## src/rtl/assert_macros.svh

```systemverilog
// Assertion macros for the spatial vector transform RTL.
// Depends on nothing; the including module provides clk and rst_n.
`ifndef ASSERT_MACROS_SVH
`define ASSERT_MACROS_SVH

// Same-cycle implication, checked outside reset.
`define SVT_ASSERT_IMPLIES(label, ante, cons) \
    label: assert property (@(posedge clk) disable iff (!rst_n) (ante) |-> (cons)) \
        else $error("spatial vector transform: assertion failed");

// Next-cycle implication, checked outside reset.
`define SVT_ASSERT_NEXT(label, ante, cons) \
    label: assert property (@(posedge clk) disable iff (!rst_n) (ante) |=> (cons)) \
        else $error("spatial vector transform: assertion failed");

`endif

```

## src/rtl/svt_pkg.sv

```systemverilog
// Shared widths, types and constants of the spatial vector transform.
// Used by all svt modules and by the top level; depends on nothing.
package svt_pkg;

    localparam int VEC_WIDTH     = 32;
    localparam int COEF_WIDTH    = 18;
    localparam int ROT_FRAC      = 16;
    localparam int OFF_FRAC      = 14;
    localparam int CFG_WIDTH     = 3 * COEF_WIDTH;
    localparam int CFG_IDX_WIDTH = 3;

    // Datapath growth: rotation products, three-term sum, rounded rotation,
    // cross products, their difference, rounded cross term, final sum.
    localparam int PROD_WIDTH  = VEC_WIDTH + COEF_WIDTH;
    localparam int ACC_WIDTH   = PROD_WIDTH + 2;
    localparam int ROT_WIDTH   = ACC_WIDTH - ROT_FRAC;
    localparam int XPROD_WIDTH = COEF_WIDTH + ROT_WIDTH;
    localparam int XACC_WIDTH  = XPROD_WIDTH + 1;
    localparam int CROSS_WIDTH = XACC_WIDTH - OFF_FRAC;
    localparam int SUM_WIDTH   = CROSS_WIDTH + 1;

    typedef logic signed [VEC_WIDTH-1:0]   vec_t;
    typedef logic signed [COEF_WIDTH-1:0]  coef_t;
    typedef logic signed [PROD_WIDTH-1:0]  prod_t;
    typedef logic signed [ACC_WIDTH-1:0]   acc_t;
    typedef logic signed [ROT_WIDTH-1:0]   rot_t;
    typedef logic signed [XPROD_WIDTH-1:0] xprod_t;
    typedef logic signed [XACC_WIDTH-1:0]  xacc_t;
    typedef logic signed [CROSS_WIDTH-1:0] cross_t;
    typedef logic signed [SUM_WIDTH-1:0]   sum_t;
    typedef logic [CFG_WIDTH-1:0]          cfg_word_t;

    typedef enum logic [CFG_IDX_WIDTH-1:0] {
        CFG_ROT_ROW_ZERO,
        CFG_ROT_ROW_ONE,
        CFG_ROT_ROW_TWO,
        CFG_OFFSET
    } cfg_index_t;

    // Load strobes for the two register stages of a lane.
    typedef struct packed {
        logic load_a;
        logic load_b;
    } stage_en_t;

    localparam cfg_word_t ROT_ROW_ZERO_RESET = cfg_word_t'(1) << ROT_FRAC;
    localparam cfg_word_t ROT_ROW_ONE_RESET  = cfg_word_t'(1) << (ROT_FRAC + COEF_WIDTH);
    localparam cfg_word_t ROT_ROW_TWO_RESET  = cfg_word_t'(1) << (ROT_FRAC + 2 * COEF_WIDTH);
    localparam cfg_word_t OFFSET_RESET       = '0;

    localparam acc_t  ROT_HALF   = acc_t'(1) <<< (ROT_FRAC - 1);
    localparam xacc_t CROSS_HALF = xacc_t'(1) <<< (OFF_FRAC - 1);

    localparam sum_t SAT_HI = (sum_t'(1) <<< (VEC_WIDTH - 1)) - sum_t'(1);
    localparam sum_t SAT_LO = -(sum_t'(1) <<< (VEC_WIDTH - 1));

endpackage

```

## src/rtl/svt_cross_lane.sv

```systemverilog
// One cross-product lane: rp*wq - rq*wp, with its 14 fraction bits rounded off.
// Depends on svt_pkg. Carries its lane's rotated halves alongside.
module svt_cross_lane
(
    input  logic                 clk,
    input  svt_pkg::stage_en_t   en,
    input  svt_pkg::coef_t       rp,
    input  svt_pkg::coef_t       rq,
    input  svt_pkg::rot_t        wp,
    input  svt_pkg::rot_t        wq,
    input  svt_pkg::rot_t        ra_in,
    input  svt_pkg::rot_t        rb_in,
    output svt_pkg::cross_t      c,
    output svt_pkg::rot_t        ra_out,
    output svt_pkg::rot_t        rb_out
);

    svt_pkg::xprod_t x1_reg;
    svt_pkg::xprod_t x2_reg;
    svt_pkg::rot_t   ra_a_reg;
    svt_pkg::rot_t   rb_a_reg;
    svt_pkg::xacc_t  diff;
    svt_pkg::cross_t c_reg;
    svt_pkg::rot_t   ra_b_reg;
    svt_pkg::rot_t   rb_b_reg;

    always_ff @(posedge clk)
    begin
        if (en.load_a)
        begin
            x1_reg   <= svt_pkg::xprod_t'(rp) * svt_pkg::xprod_t'(wq);
            x2_reg   <= svt_pkg::xprod_t'(rq) * svt_pkg::xprod_t'(wp);
            ra_a_reg <= ra_in;
            rb_a_reg <= rb_in;
        end
    end

    assign diff = svt_pkg::xacc_t'(x1_reg) - svt_pkg::xacc_t'(x2_reg) + svt_pkg::CROSS_HALF;

    always_ff @(posedge clk)
    begin
        if (en.load_b)
        begin
            c_reg    <= diff[svt_pkg::OFF_FRAC +: svt_pkg::CROSS_WIDTH];
            ra_b_reg <= ra_a_reg;
            rb_b_reg <= rb_a_reg;
        end
    end

    assign c      = c_reg;
    assign ra_out = ra_b_reg;
    assign rb_out = rb_b_reg;

endmodule

```

## config.mk

```make
export PLATFORM = sky130hd
export DESIGN_NAME = svt_cross_lane
export DESIGN_NICKNAME = d
export VERILOG_FILES = /design/src/rtl/assert_macros.svh /design/src/rtl/svt_pkg.sv /design/src/rtl/svt_cross_lane.sv
export SDC_FILE = /design/constraint.sdc
export NUM_CORES = 2
export LEC_CHECK = 0
export ABC_AREA = 1
export BUFFER_PORTS_ARGS = -buffer_cell sky130_fd_sc_hd__buf_2
export CAP_MARGIN = 25
export CELL_PAD_IN_SITES_DETAIL_PLACEMENT = 0
export CELL_PAD_IN_SITES_GLOBAL_PLACEMENT = 1
export CORE_MARGIN = 10
export CORE_UTILIZATION = 44
export CTS_CLUSTER_DIAMETER = 60
export DETAILED_ROUTE_END_ITERATION = 8
export HOLD_SLACK_MARGIN = 0.08
export PLACE_DENSITY = 0.79
export SYNTH_ARGS = -nofsm -noshare
export SYNTH_HDL_FRONTEND = slang
export SYNTH_SLANG_ARGS = --single-unit
export TNS_END_PERCENT = 1
```

## constraint.sdc

```tcl
create_clock -name clk -period 6.7 [get_ports clk]
set_clock_uncertainty 0.05 [all_clocks]
set_input_delay 1.005 -clock clk [delete_from_list [all_inputs] [get_ports clk]]
set_output_delay 1.005 -clock clk [all_outputs]
set_load 0.05 [all_outputs]
```

==> summary.md <==
| Metric | Value |
|---|---|
| Final-stage net count | `9,838` |
| Die Wd | `393 microns` |
| Largest net degree at the start of global routing | `72` |
| Seq/Total Area, Yosys | `14.3%` |
| Synth area leader | `fa_1` |
| Final WL | `180,000 microns` |
| Yosys reg bits | `293` |
| First-pass GRT wire length | `288,000 microns` |
| Vias in the first global route | `51,177` |
| Fmax | `160 MHz` |
| Vias per inst | `4.83` |
| Syn-to-layout area delta | `12.3%` |
| Clk root buf | `clkbuf_16` |
| Top post-synthesis cells by area | `fa_1 40%, edfxtp_1 14%, inv_1 14%, nand2_1 13%, ha_1 7.4%` |
| Syn Nets | `9,400` |
| Detail Route Antenna Nets | `0` |
| Top Usage Layer GRT | `met2` |
| Grt met2 use | `40.4%` |
| Relative slew slack | `42.0%` |
| Buf/Inv on CP | `8` |
| Clock latency on the worst-skew pair | `580 ps` |
| Synth top area share | `40.3%` |
| Drt first pass iters | `7` |
| Mapped Area | `0.0613 sq mm` |
| Mux share of post-synthesis cell area | `0%` |
| Synth Warn # | `0` |
| Num CTS Buffers | `39` |
| Max-cap violations | `0` |
| Synth Area in XOR/XNOR | `1.40%` |
| Max Buffers Root-to-Sink | `3` |
| Routability Congestion | `0.932` |
| Register clock-pin slew on the reported worst setup and hold paths | `60 ps` |
| Crit path top cell by count | `fa_1` |
| Crit Path Category | `in -> reg` |
| Antenna violations before repair | `4` |
| Final hold violations | `0` |
| I/O Pins | `296` |
| Clock Sinks | `293` |
| Setup bufs post-CTS | `0` |
| CTS tree | `built` |
| Async SR Flop Fraction | `0%` |
| Largest family of logic cells by synthesized area | `adder cells` |
| Resized cells post-CTS | `0` |
| Number of library cell types mapped by synthesis | `39` |
| Outcome | `finished, final reports clean` |
| Post-synth EDFFs | `293` |
| Vert. Die Dim | `393 microns` |
| DRC Markers | `0` |
| Post-Synth Simple-Gate Area | `17.6%` |
| Initial Utilization | `44.4%` |
| Crit path launch type | `input pin` |
| Slew Viols, Final | `0` |
| Max stage delay on crit path | `520 ps` |
| Drt wl/cell | `18.0 microns` |
| GRT overflow | `0` |
| Final hold slack | `364 ps` |
| FP Rows | `136` |
| Top Family by Delay on Critical Path | `adder cells` |
| CTS Hold Bufs | `0` |
| Commonest cells post-synth | `2,303 x inv_1, 2,104 x nand2_1, 1,234 x fa_1` |
| IO buf count | `295` |
| Top FF cell, synth | `edfxtp_1` |
| Most common cell in the netlist | `inv_1` |
| Full die area | `0.155 sq mm` |
| DPL Wire Length | `151,000 microns` |
| Critical path, cell by cell | `buf_2 > buf_4 > nand2_1 > inv_1 > fa_1 > inv_1 > fa_1 > fa_1 > inv_1 > fa_1 > fa_1 > inv_1 > fa_1 > inv_1 > ha_1 > nand2_1 > nor2_1 > nand2_1 > clkinv_1 > nand2_2 > nand2_2 > a21oi_1 > xnor2_1` |
| Worst-Margin Slew | `870 ps` |
| Met1 Use GR | `31.1%` |
| Synth Area in Compound Gates | `3.10%` |
| CP max FO | `17` |
| Area of the multi-input gates | `0.0428 sq mm` |
| Register area | `0.00880 sq mm` |
| GRT met3 Usage | `2.64%` |
| Final setup violation count | `0` |
| CP required | `6960 ps` |
| Total track usage | `23.3%` |
| Synth Area in Adders | `47.7%` |
| Syn_area_per_cell | `8.05 sq um` |
| Fin crit share | `93.5%` |
| Routed vias | `48,095` |
| 1st-iter DRT viols | `2,962` |
| Hold WC Path Type | `reg -> reg` |
| Critical-path top delay cell | `fa_1` |
| Core area | `0.138 sq mm` |
| Critical Path AT | `6530 ps` |
| Crit path capture type | `flip-flop` |
| Share of post-route cells with drive strength above 1 | `10.6%` |
| H-tree lvl count | `2` |
| Fillers | `13,465` |
| RSZ-0062 raised after global routing | `false` |
| Period minus WS final | `6270 ps` |
| Mapped Cells | `7,620` |
[metrics by stage]
stage                     setup TNS [ps]  setup slack (ps)  utilization [%]  cell area (sq um)  cells
after floorplan                        0               215                -              61300   7620
after global placement              -473              -139             48.9              67500   9880
after detailed placement            -966              -122             48.9              67500   9880
after CTS                              0               451             49.9              68900   9950
after global routing                   0               112             49.9              68900   9951
final                                  0               433             49.9              68900   9951
[cell type report]
| cell class | instances | share of cell area [%] |
|---|---|---|
| Clock inverter | 30 | 0.565 |
| Tap cell | 1863 | 3.39 |
| Antenna cell | 1 | 0.00363 |
| Inverter | 2311 | 12.6 |
| Clock buffer | 40 | 1.42 |
| Multi-Input combinational cell | 4729 | 62.1 |
| Timing Repair Buffer | 684 | 7.14 |
| Sequential cell | 293 | 12.8 |
[cell families after synthesis]
family,count (synthesis)
buffers and inverters,2598
and+or+nand+nor,2684
adders and majority gates,1597
xor gates and xnor gates,98
DFF,293
AOI/OAI and AO/OA,350
[worst paths after layout]
check	startpoint	end	slack, ps	cells past startpoint
setup / recovery	rp[6]	x1_reg[25]	430	23
hold / removal	ra_a_reg[34]	ra_out[34]	360	0
setup reg to reg	x2_reg[42]	c[34]	3920	10
hold reg to reg	ra_a_reg[34]	ra_out[34]	360	0
[per-layer routing]
layer  up-vias  share of wire, %
li1      22549                 -
met1     23900                43
met2      1389                49
met3       257               5.7
met4         0               2.8
met5         -                 0
[layout by cell type (no fill, tap or decap), types with 41 or more instances in the layout]
cell type,instances
ha_1,363
nand4_1,51
nand3_1,132
a21oi_1,203
nand2_1,2104
fa_1,1234
buf_2,293
inv_1,2303
nor2_1,264
edfxtp_1,293
xor2_1,59
buf_4,349
buf_12,41
o21ai_0,87
Power is not shown: default switching activity piles up to over one toggle a cycle in this logic, so the estimate is an artifact.
