**config.mk**
```make
export PLATFORM = sky130hd
export DESIGN_NAME = svt_merge
export DESIGN_NICKNAME = d
export VERILOG_FILES = /design/src/rtl/assert_macros.svh /design/src/rtl/svt_pkg.sv /design/src/rtl/svt_merge.sv
export SDC_FILE = /design/constraint.sdc
export NUM_CORES = 1
export LEC_CHECK = 0
export BUFFER_PORTS_ARGS = -buffer_cell sky130_fd_sc_hd__buf_2
export CAP_MARGIN = 20
export CORE_MARGIN = 2
export CORE_UTILIZATION = 52
export CTS_BUF_LIST = sky130_fd_sc_hd__clkbuf_8
export CTS_CLUSTER_DIAMETER = 40
export CTS_CLUSTER_SIZE = 28
export DETAILED_ROUTE_END_ITERATION = 12
export GPL_TIMING_DRIVEN = 0
export MAX_ROUTING_LAYER = met4
export PLACE_DENSITY_LB_ADDON = 0.15
export SKIP_LAST_GASP = 1
export SYNTH_ARGS = -nofsm -noshare
export SYNTH_HDL_FRONTEND = slang
export SYNTH_SLANG_ARGS = --single-unit
```
**constraint.sdc**
```tcl
create_clock -name clk -period 3.7 [get_ports clk]
set_clock_uncertainty 0.05 [all_clocks]
set_input_delay 0 -clock clk [delete_from_list [all_inputs] [get_ports clk]]
set_output_delay 0 -clock clk [all_outputs]
set_load 0.02 [all_outputs]
```
**src/rtl/assert_macros.svh**
```systemverilog
// Assertion macros for the spatial vector transform RTL.
// Depends on nothing; the including module provides clk and rst_n.
`ifndef ASSERT_MACROS_SVH
`define ASSERT_MACROS_SVH

// Same-cycle implication, checked outside reset.
`define SVT_ASSERT_IMPLIES(label, ante, cons) \
    label: assert property (@(posedge clk) disable iff (!rst_n) (ante) |-> (cons)) \
        else $error("spatial vector transform: assertion failed");

// Next-cycle implication, checked outside reset.
`define SVT_ASSERT_NEXT(label, ante, cons) \
    label: assert property (@(posedge clk) disable iff (!rst_n) (ante) |=> (cons)) \
        else $error("spatial vector transform: assertion failed");

`endif

```
**src/rtl/svt_pkg.sv**
```systemverilog
// Shared widths, types and constants of the spatial vector transform.
// Used by all svt modules and by the top level; depends on nothing.
package svt_pkg;

    localparam int VEC_WIDTH     = 32;
    localparam int COEF_WIDTH    = 18;
    localparam int ROT_FRAC      = 16;
    localparam int OFF_FRAC      = 14;
    localparam int CFG_WIDTH     = 3 * COEF_WIDTH;
    localparam int CFG_IDX_WIDTH = 3;

    // Datapath growth: rotation products, three-term sum, rounded rotation,
    // cross products, their difference, rounded cross term, final sum.
    localparam int PROD_WIDTH  = VEC_WIDTH + COEF_WIDTH;
    localparam int ACC_WIDTH   = PROD_WIDTH + 2;
    localparam int ROT_WIDTH   = ACC_WIDTH - ROT_FRAC;
    localparam int XPROD_WIDTH = COEF_WIDTH + ROT_WIDTH;
    localparam int XACC_WIDTH  = XPROD_WIDTH + 1;
    localparam int CROSS_WIDTH = XACC_WIDTH - OFF_FRAC;
    localparam int SUM_WIDTH   = CROSS_WIDTH + 1;

    typedef logic signed [VEC_WIDTH-1:0]   vec_t;
    typedef logic signed [COEF_WIDTH-1:0]  coef_t;
    typedef logic signed [PROD_WIDTH-1:0]  prod_t;
    typedef logic signed [ACC_WIDTH-1:0]   acc_t;
    typedef logic signed [ROT_WIDTH-1:0]   rot_t;
    typedef logic signed [XPROD_WIDTH-1:0] xprod_t;
    typedef logic signed [XACC_WIDTH-1:0]  xacc_t;
    typedef logic signed [CROSS_WIDTH-1:0] cross_t;
    typedef logic signed [SUM_WIDTH-1:0]   sum_t;
    typedef logic [CFG_WIDTH-1:0]          cfg_word_t;

    typedef enum logic [CFG_IDX_WIDTH-1:0] {
        CFG_ROT_ROW_ZERO,
        CFG_ROT_ROW_ONE,
        CFG_ROT_ROW_TWO,
        CFG_OFFSET
    } cfg_index_t;

    // Load strobes for the two register stages of a lane.
    typedef struct packed {
        logic load_a;
        logic load_b;
    } stage_en_t;

    localparam cfg_word_t ROT_ROW_ZERO_RESET = cfg_word_t'(1) << ROT_FRAC;
    localparam cfg_word_t ROT_ROW_ONE_RESET  = cfg_word_t'(1) << (ROT_FRAC + COEF_WIDTH);
    localparam cfg_word_t ROT_ROW_TWO_RESET  = cfg_word_t'(1) << (ROT_FRAC + 2 * COEF_WIDTH);
    localparam cfg_word_t OFFSET_RESET       = '0;

    localparam acc_t  ROT_HALF   = acc_t'(1) <<< (ROT_FRAC - 1);
    localparam xacc_t CROSS_HALF = xacc_t'(1) <<< (OFF_FRAC - 1);

    localparam sum_t SAT_HI = (sum_t'(1) <<< (VEC_WIDTH - 1)) - sum_t'(1);
    localparam sum_t SAT_LO = -(sum_t'(1) <<< (VEC_WIDTH - 1));

endpackage

```
**src/rtl/svt_merge.sv**
```systemverilog
// Merge stage: adds the cross term to the proper half, saturates, flags.
// Depends on svt_pkg. Holds the output register of the block.
module svt_merge
(
    input  logic               clk,
    input  logic               load,
    input  logic               force_mode,
    input  svt_pkg::rot_t      ra [3],
    input  svt_pkg::rot_t      rb [3],
    input  svt_pkg::cross_t    c [3],
    output svt_pkg::vec_t      comp [6],
    output logic               sat
);

    svt_pkg::sum_t res [6];
    svt_pkg::vec_t clip [6];
    logic [5:0]    hit;
    svt_pkg::vec_t comp_reg [6];
    logic          sat_reg;

    always_comb
    begin
        for (int i = 0; i < 3; i++)
        begin
            if (force_mode)
            begin
                res[i]     = svt_pkg::sum_t'(ra[i]) + svt_pkg::sum_t'(c[i]);
                res[3 + i] = svt_pkg::sum_t'(rb[i]);
            end
            else
            begin
                res[i]     = svt_pkg::sum_t'(ra[i]);
                res[3 + i] = svt_pkg::sum_t'(c[i]) + svt_pkg::sum_t'(rb[i]);
            end
        end
        for (int k = 0; k < 6; k++)
        begin
            if (res[k] > svt_pkg::SAT_HI)
            begin
                clip[k] = svt_pkg::SAT_HI[svt_pkg::VEC_WIDTH-1:0];
                hit[k]  = 1'b1;
            end
            else if (res[k] < svt_pkg::SAT_LO)
            begin
                clip[k] = svt_pkg::SAT_LO[svt_pkg::VEC_WIDTH-1:0];
                hit[k]  = 1'b1;
            end
            else
            begin
                clip[k] = res[k][svt_pkg::VEC_WIDTH-1:0];
                hit[k]  = 1'b0;
            end
        end
    end

    always_ff @(posedge clk)
    begin
        if (load)
        begin
            comp_reg <= clip;
            sat_reg  <= |hit;
        end
    end

    assign comp = comp_reg;
    assign sat  = sat_reg;

endmodule

```
==> results_dict.tcl <==
set metrics [dict create \
    run_status "complete, but fails checks" \
    failed_checks "hold timing, setup timing" \
    critPathMostFrequentCell "sky130_fd_sc_hd__o21ai_0" \
    clkSinkCount 193 \
    portBuffers 533 \
    number_of_antenna_violations_at_the_first_check_in_global_routing 14 \
    yosys_register_bits 193 \
    cp-start-kind "primary input" \
    syn_to_final_growth_pct 27.21 \
    starting_density_of_the_core 0.5301 \
    io_pins 535 \
    max_slew_margin 0.1521 \
    crit_arrival_ns 3.99 \
    vdd_drop_max_v 0.0002879 \
    avgViaCountPerCell 6.404 \
    critPathCaptureType "register" \
    tritoncts.num_buffers 17 \
    rsz0062_at_grt "true" \
    synth-edff-count 193 \
    placed_cells 4070 \
    syn-mean-instance-area_um2 8.003 \
    place_hpwl_um 77150 \
    maxCapViolations 0 \
    synth_async_sr_flop_share 0 \
    all_layer_global_routing_usage 0.4191 \
    number_of_detailed_routing_iterations_run_before_antenna_repair 6 \
    post-route-drc-count 0 \
    cts_tree "done" \
    synthDistinctLibCells 90 \
    holdCritPathClass "in2reg" \
    worst_path_dominant_cell_family "compound AO/OA/AOI/OAI gates" \
    final_critical_path_setup_slack_ns -0.05212 \
    finalCriticalPeriod_ns 3.752 \
    path_class "in2reg" \
    largest_register_ff_count 192 \
    setup_viol_count_final 2 \
    via_count 27690 \
    hold_ws_ns -0.2291 \
    final_layout_size_suffix_gt1_frac 0.2055 \
    final_max_slew_viol_count 0 \
    cp_slowest_cell "sky130_fd_sc_hd__a2111oi_1" \
    post_synth_instance_area_um2 23540 \
    fin_hold_viols 4 \
    path_clk_slew_ns 0.10 \
    cell_count_after_synthesis 2942 \
    period_share 1.014 \
    drtIter0Drc 3063 \
    final_cell_count_no_fill 4324 \
    die_h_um 216.8 \
    synth_flop_cell "sky130_fd_sc_hd__edfxtp_1" \
    fp.coreArea_um2 44410 \
    worst_ep_required_time_ns 3.94 \
    routed_wirelength_um 99850 \
    post_drt_wl_per_cell_um 23.09 \
    die_area_um2 46990 \
    synth_fp_nets 3536 \
    pwr_density_cell_nw_per_um2 312.6 \
    max_stage_delay_ns 0.60 \
    post_dp_cell_area_um2 27050 \
    critical_path_buf_inv_count 3 \
    antenna_violating_nets_post_route 0 \
    die_width_um 216.8 \
    fin_tns_setup_ns -0.09464 \
    design.final.nets 4293 \
    finalWeightedCongestion 1.015 \
    grt_first_pass_wirelength_um 147500 \
    grt_start_max_net_pins 99 \
    critical_path.cell_chain "buf_2, ha_1, clkbuf_1, a21o_1, a2111oi_1, o22ai_1, nor2_2, o21ai_1, a221oi_2, o21ai_0, xor2_1, a41o_1, a21boi_4, clkbuf_4, o21ai_0" \
    grt_pass1_vias 26579 \
    filler_cell_count 3793 \
    clock_path_buffers 2 \
    yosysWarningCount 0 \
    fin_area_um2 29950 \
    clock_root_cell "sky130_fd_sc_hd__clkbuf_8" \
    crit_path_max_fanout 10 \
    dpl_worst_slack_ns -1.938 \
    cellLeakagePower_nw 12.89 \
    transition_time_at_the_pin_with_the_least_slew_margin_ns 1.272 \
    ys_seq_area_frac 0.2462 \
    cts-htree-levels 4 \
    fp-row-count 77 \
    global_route.overflow_total 0 \
    final_core_util 0.6743 \
    fmaxAchievable_mhz 266.5 \
]
==> synth_stat cells, drive strengths merged (37+ instances only) <==
cell type	number	share of area
a211oi	43	0.015
a21o	107	0.034
a21oi	378	0.081
a31oi	43	0.012
clkbuf	131	0.021
edfxtp	193	0.25
ha	246	0.13
inv	51	0.0081
mux2i	71	0.030
nand2	266	0.042
nand3	74	0.016
nand4	53	0.014
nor2	246	0.040
nor3	49	0.010
o211ai	37	0.012
o21a	39	0.012
o21ai	304	0.065
xnor2	101	0.038
xor2	98	0.036
==> logic make-up after synthesis <==
| kind of cell | count (synthesis) | synth area share |
|---|---|---|
| AO/OA/AOI/OAI | 1156 | 0.3055 |
| XOR/XNOR | 199 | 0.07403 |
| adder cells (fa/ha/maj) | 252 | 0.1358 |
| buffers and inverters | 203 | 0.03364 |
| flip-flops | 193 | 0.2462 |
| multiplexers | 77 | 0.03305 |
| AND/OR/NAND/NOR | 862 | 0.1718 |
==> final timing paths <==
kind	start	end	slack, ns	cells after the start
setup / recovery	c[65]	comp[145]	-0.05	15
hold / removal	rb[72]	comp[64]	-0.23	3
==> layout by cell type, fill, tap and decap left out, types with 38 or more instances in the layout <==
cell                            Yosys  final
sky130_fd_sc_hd__ha_1             246    244
sky130_fd_sc_hd__dlygate4sd3_1      0    189
sky130_fd_sc_hd__nor2_1           245    243
sky130_fd_sc_hd__o21ai_0          300    289
sky130_fd_sc_hd__xor2_1            98     98
sky130_fd_sc_hd__clkbuf_1         127     86
sky130_fd_sc_hd__nand4_1           53     53
sky130_fd_sc_hd__o21a_1            39     38
sky130_fd_sc_hd__nand2_1          266    266
sky130_fd_sc_hd__mux2i_1           71     70
sky130_fd_sc_hd__edfxtp_1         193    193
sky130_fd_sc_hd__a21oi_1          377    366
sky130_fd_sc_hd__inv_1             50     51
sky130_fd_sc_hd__a21o_1           107    107
sky130_fd_sc_hd__nor3_1            49     44
sky130_fd_sc_hd__buf_2             14    545
sky130_fd_sc_hd__xnor2_1          101    101
sky130_fd_sc_hd__nand3_1           74     74
==> repair_timing <==
action,CTS,global route
pin swaps,3,20
gates resized for setup,42,107
hold buffers,188,1
setup endpoints to repair,186,181
setup buffers,6,19
hold endpoints to repair,286,4
==> power by group <==
part | switching [W] | internal (W) | total [W]
registers | 0.000103 | 0.00278 | 0.00288
clock network | 0.000966 | 0.000483 | 0.00145
logic | 0.00314 | 0.00189 | 0.00503
total | 0.00421 | 0.00515 | 0.00936
==> layer usage <==
layer / track usage / wire [um]
met4: 0.2781 / 6880
met2: 0.6689 / 46040
met3: 0.07911 / 9144
met1: 0.4820 / 37780
met5: - / 0
==> metrics by stage <==
step	power, W	hold WS [ns]
global placement	0.007405	0.3103
detailed placement	0.007466	0.3092
global route	0.009803	-0.2154
finish	0.009362	-0.2291
floorplan	0.005953	0.06250
CTS	0.009101	-0.3024
==> layout make-up <==
type / count / area (um2) / share of cell area
Clock inverter: 15 / 130.1 / 0.004345
Antenna cell: 20 / 50.05 / 0.001671
Timing Repair Buffer: 750 / 4840 / 0.1616
Buffer: 139 / 606.8 / 0.02026
Clock buffer: 17 / 234.0 / 0.007812
Inverter: 52 / 195.2 / 0.006517
Multi-Input combinational cell: 2546 / 17360 / 0.5796
Tap cell: 592 / 740.7 / 0.02473
Sequential cell: 193 / 5796 / 0.1935
No activity file was read; power rests on OpenSTA's default activity.
